File: src/sv/servo_pwm_with_deadband_defines.svh
// Assertion macros used by the top-level servo PWM design file.
`ifndef SERVO_PWM_WITH_DEADBAND_DEFINES_SVH
`define SERVO_PWM_WITH_DEADBAND_DEFINES_SVH

// The antecedent implies the consequent in the same cycle.
`define SPWM_ASSERT_IMP(lbl, ante, cons) \
  lbl: assert property (@(posedge clk) disable iff (rst) (ante) |-> (cons)) \
    else $error("servo PWM check failed");

// The antecedent implies the consequent in the following cycle.
`define SPWM_ASSERT_NXT(lbl, ante, cons) \
  lbl: assert property (@(posedge clk) disable iff (rst) (ante) |=> (cons)) \
    else $error("servo PWM check failed");

`endif

File: src/sv/spwm_pkg.sv
// Types and constants shared by the servo PWM generator.
package spwm_pkg;

  localparam int TIMER_WIDTH_DEF = 16;
  localparam int LIMIT_W = 15;
  localparam int WIDTH_W = 16;
  localparam int CFG_DATA_W = 16;
  localparam int CFG_INDEX_W = 3;
  localparam logic [15:0] PERIOD_RESET = 16'd39999;

  typedef enum logic {
    OP_TICK  = 1'b0,
    OP_WRITE = 1'b1
  } op_t;

  typedef enum logic [CFG_INDEX_W-1:0] {
    REG_CHANNEL_ENABLE = 3'd0,
    REG_MIN_WIDTH_A    = 3'd1,
    REG_MAX_WIDTH_A    = 3'd2,
    REG_MIN_WIDTH_B    = 3'd3,
    REG_MAX_WIDTH_B    = 3'd4,
    REG_DEADBAND       = 3'd5,
    REG_PERIOD_TOP     = 3'd6
  } cfg_reg_t;

  typedef struct packed {
    logic [1:0]              enable;
    logic [1:0]              enable_rise;
    logic [1:0]              enable_fall;
    logic [1:0][LIMIT_W-1:0] min_width;
    logic [1:0][LIMIT_W-1:0] max_width;
    logic [WIDTH_W-1:0]      deadband;
    logic [WIDTH_W-1:0]      period_top;
  } cfg_t;

  typedef struct packed {
    logic               pwm_a;
    logic               pwm_b;
    logic               changed;
    logic [WIDTH_W-1:0] compare_ticks;
  } result_t;

endpackage

File: src/sv/servo_pwm_with_deadband.sv
// A request passes through the single input holding register, then the single result register.
// Throughput: one request per cycle, set by those registers, unless result_ready stalls.
// The tick counter is TIMER_WIDTH bits wide and wraps after period_top.
// Reset clears the counter, stored widths, compare values, valid flags and config
// registers; period_top resets to 39999. Held request and result data are not reset.
`include "servo_pwm_with_deadband_defines.svh"

module servo_pwm_with_deadband #(
  parameter int TIMER_WIDTH = spwm_pkg::TIMER_WIDTH_DEF
) (
  input  logic                             clk,
  input  logic                             rst,
  input  logic                             cfg_we,
  input  logic [spwm_pkg::CFG_INDEX_W-1:0] cfg_index,
  input  logic [spwm_pkg::CFG_DATA_W-1:0]  cfg_wdata,
  input  logic                             item_valid,
  output logic                             item_ready,
  input  logic                             opcode,
  input  logic                             channel,
  input  logic [spwm_pkg::WIDTH_W-1:0]     pulse_us,
  output logic                             result_valid,
  input  logic                             result_ready,
  output logic                             pwm_a,
  output logic                             pwm_b,
  output logic                             changed,
  output logic [spwm_pkg::WIDTH_W-1:0]     compare_ticks
);

  spwm_pkg::cfg_t               cfg;
  spwm_pkg::result_t            core_result;
  logic                         hold_valid;
  logic                         hold_opcode;
  logic                         hold_channel;
  logic [spwm_pkg::WIDTH_W-1:0] hold_pulse;
  logic                         fire;

  assign fire       = hold_valid && (!result_valid || result_ready);
  assign item_ready = !hold_valid || fire;

  spwm_cfg u_cfg (
    .clk       (clk),
    .rst       (rst),
    .cfg_we    (cfg_we),
    .cfg_index (cfg_index),
    .cfg_wdata (cfg_wdata),
    .cfg       (cfg)
  );

  spwm_core #(
    .TIMER_WIDTH (TIMER_WIDTH)
  ) u_core (
    .clk      (clk),
    .rst      (rst),
    .fire     (fire),
    .opcode   (hold_opcode),
    .channel  (hold_channel),
    .pulse_us (hold_pulse),
    .cfg      (cfg),
    .result   (core_result)
  );

  always_ff @(posedge clk) begin
    if (rst) begin
      hold_valid <= 1'b0;
    end else if (item_ready) begin
      hold_valid <= item_valid;
    end
  end

  always_ff @(posedge clk) begin
    if (item_valid && item_ready) begin
      hold_opcode  <= opcode;
      hold_channel <= channel;
      hold_pulse   <= pulse_us;
    end
  end

  always_ff @(posedge clk) begin
    if (rst) begin
      result_valid <= 1'b0;
    end else if (fire) begin
      result_valid <= 1'b1;
    end else if (result_ready) begin
      result_valid <= 1'b0;
    end
  end

  always_ff @(posedge clk) begin
    if (fire) begin
      pwm_a         <= core_result.pwm_a;
      pwm_b         <= core_result.pwm_b;
      changed       <= core_result.changed;
      compare_ticks <= core_result.compare_ticks;
    end
  end

  `SPWM_ASSERT_IMP(a_compare_even, result_valid && changed, compare_ticks[0] == 1'b0)
  `SPWM_ASSERT_IMP(a_disabled_a_low, result_valid && !cfg.enable[0], !pwm_a)
  `SPWM_ASSERT_IMP(a_disabled_b_low, result_valid && !cfg.enable[1], !pwm_b)
  `SPWM_ASSERT_IMP(a_ready_when_free, !result_valid, item_ready)
  `SPWM_ASSERT_NXT(a_hold_kept, hold_valid && !fire, hold_valid)

endmodule

File: src/sv/spwm_cfg.sv
// Configuration registers and enable change detection.
module spwm_cfg (
  input  logic                             clk,
  input  logic                             rst,
  input  logic                             cfg_we,
  input  logic [spwm_pkg::CFG_INDEX_W-1:0] cfg_index,
  input  logic [spwm_pkg::CFG_DATA_W-1:0]  cfg_wdata,
  output spwm_pkg::cfg_t                   cfg
);

  logic [1:0]                                enable;
  logic [1:0][spwm_pkg::LIMIT_W-1:0]         min_width;
  logic [1:0][spwm_pkg::LIMIT_W-1:0]         max_width;
  logic [spwm_pkg::WIDTH_W-1:0]              deadband;
  logic [spwm_pkg::WIDTH_W-1:0]              period_top;
  logic                                      enable_write;

  assign enable_write = cfg_we &&
                        (cfg_index == spwm_pkg::CFG_INDEX_W'(spwm_pkg::REG_CHANNEL_ENABLE));

  always_ff @(posedge clk) begin
    if (rst) begin
      enable     <= '0;
      min_width  <= '0;
      max_width  <= '0;
      deadband   <= '0;
      period_top <= spwm_pkg::PERIOD_RESET;
    end else if (cfg_we) begin
      unique case (spwm_pkg::cfg_reg_t'(cfg_index))
        spwm_pkg::REG_CHANNEL_ENABLE: enable       <= cfg_wdata[1:0];
        spwm_pkg::REG_MIN_WIDTH_A:    min_width[0] <= cfg_wdata[spwm_pkg::LIMIT_W-1:0];
        spwm_pkg::REG_MAX_WIDTH_A:    max_width[0] <= cfg_wdata[spwm_pkg::LIMIT_W-1:0];
        spwm_pkg::REG_MIN_WIDTH_B:    min_width[1] <= cfg_wdata[spwm_pkg::LIMIT_W-1:0];
        spwm_pkg::REG_MAX_WIDTH_B:    max_width[1] <= cfg_wdata[spwm_pkg::LIMIT_W-1:0];
        spwm_pkg::REG_DEADBAND:       deadband     <= cfg_wdata;
        spwm_pkg::REG_PERIOD_TOP:     period_top   <= cfg_wdata;
        default: begin
        end
      endcase
    end
  end

  always_comb begin
    cfg.enable      = enable;
    cfg.enable_rise = enable_write ? (cfg_wdata[1:0] & ~enable) : 2'b00;
    cfg.enable_fall = enable_write ? (~cfg_wdata[1:0] & enable) : 2'b00;
    cfg.min_width   = min_width;
    cfg.max_width   = max_width;
    cfg.deadband    = deadband;
    cfg.period_top  = period_top;
  end

endmodule

File: src/sv/spwm_core.sv
// Tick counter, per-channel width state and the single-pass result logic.
module spwm_core #(
  parameter int TIMER_WIDTH = spwm_pkg::TIMER_WIDTH_DEF
) (
  input  logic                         clk,
  input  logic                         rst,
  input  logic                         fire,
  input  logic                         opcode,
  input  logic                         channel,
  input  logic [spwm_pkg::WIDTH_W-1:0] pulse_us,
  input  spwm_pkg::cfg_t               cfg,
  output spwm_pkg::result_t            result
);

  localparam int CW = (TIMER_WIDTH > spwm_pkg::WIDTH_W) ? TIMER_WIDTH : spwm_pkg::WIDTH_W;

  logic [TIMER_WIDTH-1:0]                 tick_counter;
  logic [TIMER_WIDTH-1:0]                 tick_counter_next;
  logic [1:0][spwm_pkg::WIDTH_W-1:0]      stored_width;
  logic [1:0][spwm_pkg::WIDTH_W-1:0]      compare_value;
  logic [1:0][spwm_pkg::WIDTH_W-1:0]      compare_next;
  logic [spwm_pkg::WIDTH_W-1:0]           min_sel;
  logic [spwm_pkg::WIDTH_W-1:0]           max_sel;
  logic [spwm_pkg::WIDTH_W-1:0]           clamped;
  logic [spwm_pkg::WIDTH_W-1:0]           diff;
  logic                                   is_tick;
  logic                                   write_ok;
  logic                                   take;

  assign is_tick  = (opcode == spwm_pkg::OP_TICK);
  assign min_sel  = spwm_pkg::WIDTH_W'(cfg.min_width[channel]);
  assign max_sel  = spwm_pkg::WIDTH_W'(cfg.max_width[channel]);
  assign write_ok = !is_tick && cfg.enable[channel];

  always_comb begin
    if (CW'(tick_counter) >= CW'(cfg.period_top)) begin
      tick_counter_next = '0;
    end else begin
      tick_counter_next = tick_counter + TIMER_WIDTH'(1);
    end
    if (!is_tick) begin
      tick_counter_next = tick_counter;
    end
  end

  always_comb begin
    if (pulse_us < min_sel) begin
      clamped = min_sel;
    end else if (pulse_us > max_sel) begin
      clamped = max_sel;
    end else begin
      clamped = pulse_us;
    end
    if (clamped >= stored_width[channel]) begin
      diff = clamped - stored_width[channel];
    end else begin
      diff = stored_width[channel] - clamped;
    end
    take = write_ok && (diff >= cfg.deadband);
    compare_next = compare_value;
    if (take) begin
      compare_next[channel] = {clamped[spwm_pkg::WIDTH_W-2:0], 1'b0};
    end
  end

  always_comb begin
    result.pwm_a = cfg.enable[0] && (CW'(tick_counter_next) <= CW'(compare_next[0]));
    result.pwm_b = cfg.enable[1] && (CW'(tick_counter_next) <= CW'(compare_next[1]));
    result.changed = take;
    result.compare_ticks = compare_next[channel];
  end

  always_ff @(posedge clk) begin
    if (rst) begin
      tick_counter  <= '0;
      stored_width  <= '0;
      compare_value <= '0;
    end else begin
      if (fire) begin
        tick_counter  <= tick_counter_next;
        compare_value <= compare_next;
        if (take) begin
          stored_width[channel] <= clamped;
        end
      end
      for (int c = 0; c < 2; c++) begin
        if (cfg.enable_rise[c]) begin
          stored_width[c] <= spwm_pkg::WIDTH_W'(cfg.min_width[c]);
        end else if (cfg.enable_fall[c]) begin
          stored_width[c]  <= '0;
          compare_value[c] <= '0;
        end
      end
    end
  end

endmodule

File: config.mk
export PLATFORM = sky130hd
export DESIGN_NAME = servo_pwm_with_deadband
export DESIGN_NICKNAME = d
export VERILOG_FILES = /design/src/sv/spwm_pkg.sv /design/src/sv/servo_pwm_with_deadband.sv /design/src/sv/spwm_cfg.sv /design/src/sv/spwm_core.sv
export VERILOG_INCLUDE_DIRS = /design/src /design/src/sv
export SDC_FILE = /design/constraint.sdc
export NUM_CORES = 1
export LEC_CHECK = 0
export BUFFER_PORTS_ARGS = -buffer_cell sky130_fd_sc_hd__buf_2
export CAP_MARGIN = 20
export CORE_MARGIN = 8
export CORE_UTILIZATION = 58
export DETAILED_ROUTE_END_ITERATION = 12
export PLACE_DENSITY = 0.76
export SLEW_MARGIN = 15
export SYNTH_ARGS = -nofsm -noshare
export SYNTH_HDL_FRONTEND = slang
export SYNTH_HIERARCHICAL = 1
export SYNTH_SLANG_ARGS = --single-unit
File: constraint.sdc
create_clock -name clk -period 18.7 [get_ports clk]
set_input_delay 4.675 -clock clk [delete_from_list [all_inputs] [get_ports clk]]
set_output_delay 4.675 -clock clk [all_outputs]
set_load 0.05 [all_outputs]
==> summary.md <==
| Metric | Value |
|---|---|
| Max-slew violations | `0` |
| Setup TNS | `0 ns` |
| Largest net degree at the start of global routing | `121` |
| # hold bufs at CTS | `0` |
| Synth cell types | `78` |
| # setup viols final | `0` |
| Ys async rst share | `0%` |
| H-tree depth | `1` |
| Max-cap violations | `0` |
| Antenna diodes | `0` |
| Crit Path Class | `register to register` |
| Total track usage | `27.2%` |
| First-pass iteration count of the detailed router | `5` |
| Avg Inst Size Synth | `9.15 sq um` |
| Leak Pwr | `6.64 nW` |
| WP buf/inv | `3` |
| CTS tree | `built` |
| Clock root buffer master | `clkbuf_16` |
| Hold crit path type | `register to register` |
| Post-CTS setup buffers | `0` |
| Crit path largest cell delay | `0.93 ns` |
| Top FF cell, synth | `dfxtp_1` |
| Iter 0 DRT Violations | `1225` |
| RePlAce Congestion | `0.969` |
| Synth Register Bits | `213` |
| Clock skew | `0.0253 ns` |
| Worst path depth | `38` |
| Post-DRT Antenna Nets | `0` |
| HPWL Detailed | `29200 um` |
| Design Area, Final | `15100 sq um` |
| Total grt overflow | `0` |
| Hold path start | `u_core/compare_value[0]$_SDFF_PP0_` |
| Vias in the first global route | `11130` |
| Post-route non-filler standard cell count | `1864` |
| Row count | `56` |
| Worst hold path depth | `2` |
| Hold endpoint | `u_core/compare_value[0]$_SDFF_PP0_` |
| Mapped Cells | `1509` |
| Status | `finished clean` |
| Number of synthesized flops with an enable pin | `37` |
| Final Cycle Share | `62.4%` |
| Startpoint Class | `register` |
| Area of the multi-input gates | `8490 sq um` |
| Routed vias/inst | `6.17` |
| Crit-path max FO | `67` |
| Synthesized area | `13800 sq um` |
| Syn-to-layout area delta | `9.45%` |
| Worst slew pin tran | `1.06 ns` |
| Syn. warnings | `6` |
| Post-DP Area | `14200 sq um` |
| Peak supply drop | `0.0814 mV` |
| Critical Path Slowest Stage Cell | `nor2b_2` |
| Register area | `4630 sq um` |
| Unrepaired setup endpoints after global routing | `no` |
| # fillers | `1965` |
| Chip width | `170 um` |
| First-pass GRT wire length | `62500 um` |
| Vias | `11494` |
| Required @ worst endpoint | `19.04 ns` |
| Reg2Reg Setup Slack | `7.04 ns` |
| Reg2reg path depth | `38` |
| Final #Nets | `1696` |
| CORE AREA | `23400 sq um` |
| Max-slew headroom | `28.8%` |
| WHS | `0.445 ns` |
| Initial core utilization | `59.0%` |
| Sequential-to-total area share from yosys stat | `33.6%` |
| Clk_lat worst skew | `0.54 ns` |
| Die area | `29000 sq um` |
| Peak Freq | `85.8 MHz` |
| Routed wire length | `40000 um` |
| CTS buffer count | `24` |
| Clock sinks | `213` |
| Hold Violations, Final | `0` |
| Drt drc | `0` |
| Arr. time, crit path | `12.01 ns` |
| Period minus WS final | `11.66 ns` |
| CP endpoint kind | `register` |
| CTS resizes | `0` |
| Reg2reg end | `pwm_a$_DFFE_PP_` |
| Most frequent CP cell | `o21a_1` |
| # IOs | `63` |
| Max Buffers Root-to-Sink | `3` |
| Share of cells above drive strength 1 | `11.2%` |
| RR Startpoint | `hold_channel$_DFFE_PP_` |
| Placed Cells | `1817` |
| Pwr Density | `79.8 nW/um^2` |
| Initial antenna violation count | `0` |
| Die Y | `170 um` |
| Clk slew on worst S/H paths | `0.06 ns` |
| Critical path's top delay family | `compound AO/OA/AOI/OAI gates` |
| Mapped Nets | `1678` |
| Port Buffer Count | `62` |
| Drt wl/cell | `21.4 um` |
[area by class of cell]
| cell class | count | share of cell area (%) |
|---|---|---|
| multi-input cells | 1128 | 56.2 |
| flip-flops and latches | 213 | 30.7 |
| clock buffers | 31 | 4.55 |
| repair buffers | 80 | 3.02 |
| well taps | 319 | 2.64 |
| inverters | 80 | 1.99 |
| clock inverters | 13 | 0.944 |
[worst max path at each step]
stage	startpoint	to	slack, ns
floorplan	result_ready	item_ready	9.10
global placement	hold_channel$_DFFE_PP_	pwm_a$_DFFE_PP_	7.51
detailed placement	hold_channel$_DFFE_PP_	pwm_a$_DFFE_PP_	7.28
CTS	hold_channel$_DFFE_PP_	pwm_a$_DFFE_PP_	7.17
global route	hold_channel$_DFFE_PP_	pwm_a$_DFFE_PP_	6.44
finish	hold_channel$_DFFE_PP_	pwm_a$_DFFE_PP_	7.04
[through the flow]
stage	utilization (%)	setup slack [ns]	total power, W
after floorplan	-	9.10	0.000655
after global placement	60.8	7.51	0.000717
after detailed placement	60.9	7.28	0.000717
after CTS	64.4	7.17	0.00120
after global routing	64.5	6.44	0.00125
final	64.5	7.04	0.00120
[worst reg2reg max path: cells and delay by family (launching register included)]
family / cells / cell delay, ns
buffers and inverters: 3 / 1.37
AO/OA/AOI/OAI: 19 / 4.50
flip-flops: 1 / 0.89
multiplexers: 2 / 0.58
AND/OR/NAND/NOR: 9 / 2.71
adder cells (fa/ha/maj): 5 / 1.43
[per-layer routing]
metal	GRT usage (%)	vias up	routed length [um]
met5	0	-	0
met4	10.9	0	1660
met3	3.87	87	2620
met2	42.2	434	17500
met1	37.5	5468	18200
li1	-	5505	-
[logic make-up (layout without fill, tap and decap cells)]
family                     count (synthesis)  count (layout)  share of synthesized area [%]
AOI/OAI and AO/OA                        412             412                           19.3
and+or+nand+nor                          375             375                           15.2
DFF                                      213             213                           33.6
muxes                                    178             178                           12.9
buffers and inverters                    168             204                           5.10
adders and majority gates                127             127                           11.6
xor gates and xnor gates                  35              35                           2.22
other                                      1               1                         0.0272
[flip-flops by register name (all words and copies together) (netlist names)]
signal / flops
u_cfg/cfg: 60
u_core/compare_value: 32
u_core/stored_width: 32
compare_ticks: 16
hold_pulse: 16
u_cfg/deadband: 16
u_cfg/period_top: 16
u_core/tick_counter: 16
u_cfg/enable: 2
changed: 1
hold_channel: 1
hold_opcode: 1
hold_valid: 1
pwm_a: 1
pwm_b: 1
result_valid: 1
[report_power, final]
group | leakage, nW | switching [W] | total, W | internal [W]
logic | 4.45 | 0.000142 | 0.000228 | 0.0000866
registers | 1.77 | 0.00000925 | 0.000486 | 0.000476
clock network | 0.417 | 0.000202 | 0.000491 | 0.000288
total | 6.64 | 0.000353 | 0.00120 | 0.000851
[cells in the final DEF, fill, tap and decap left out, types with 17 or more instances in the layout]
cell type / synthesis / layout
dfxtp_1: 176 / 176
mux2i_1: 174 / 174
ha_1: 125 / 125
a21oi_1: 117 / 117
nand2b_1: 110 / 110
nor2_1: 75 / 75
inv_1: 69 / 69
o21ai_0: 69 / 68
buf_2: 26 / 61
nand2_1: 48 / 48
a21o_1: 40 / 40
edfxtp_1: 37 / 37
a211oi_1: 30 / 30
a22oi_1: 30 / 30
nor2b_1: 28 / 27
clkbuf_16: 0 / 24
nand4_1: 23 / 23
o21a_1: 23 / 23
o21ai_1: 21 / 21
xor2_1: 20 / 20
nor3_1: 22 / 20
nand3_1: 19 / 19
o211ai_1: 19 / 19
buf_4: 5 / 17
[cells in the mapped netlist (3+ instances only)]
cell type | number | area share, %
or3_1 | 3 | 0.14
o21a_1 | 23 | 1.3
o21ai_1 | 21 | 0.76
a41oi_1 | 3 | 0.19
nand2_1 | 48 | 1.3
nand2b_1 | 110 | 5.0
and2_1 | 8 | 0.36
and3_1 | 6 | 0.27
o2111ai_1 | 6 | 0.38
dfxtp_1 | 176 | 26
mux2i_1 | 174 | 13
buf_1 | 5 | 0.14
ha_1 | 125 | 11
nand4_1 | 23 | 1.0
o21ai_0 | 69 | 2.5
nor3_1 | 22 | 0.80
xnor2_1 | 15 | 0.95
nand4b_1 | 3 | 0.19
a211oi_1 | 30 | 1.6
mux2_2 | 4 | 0.33
xor2_1 | 20 | 1.3
nand4bb_1 | 3 | 0.24
buf_4 | 5 | 0.27
o31ai_1 | 4 | 0.22
clkbuf_1 | 49 | 1.3
nor2_1 | 75 | 2.0
o211ai_1 | 19 | 1.0
nand3b_1 | 4 | 0.22
inv_2 | 10 | 0.27
inv_1 | 69 | 1.9
nand3_1 | 19 | 0.69
a22oi_1 | 30 | 1.6
edfxtp_1 | 37 | 8.1
nor2b_1 | 28 | 1.3
a21o_1 | 40 | 2.2
buf_6 | 3 | 0.24
a221oi_1 | 3 | 0.19
and4b_1 | 4 | 0.29
buf_2 | 26 | 0.94
a21oi_1 | 117 | 4.2
o21bai_1 | 4 | 0.22
a31oi_1 | 3 | 0.14
a31o_2 | 15 | 0.95
nor3b_2 | 4 | 0.36
Note: power is estimated with default switching activity, not from simulation.
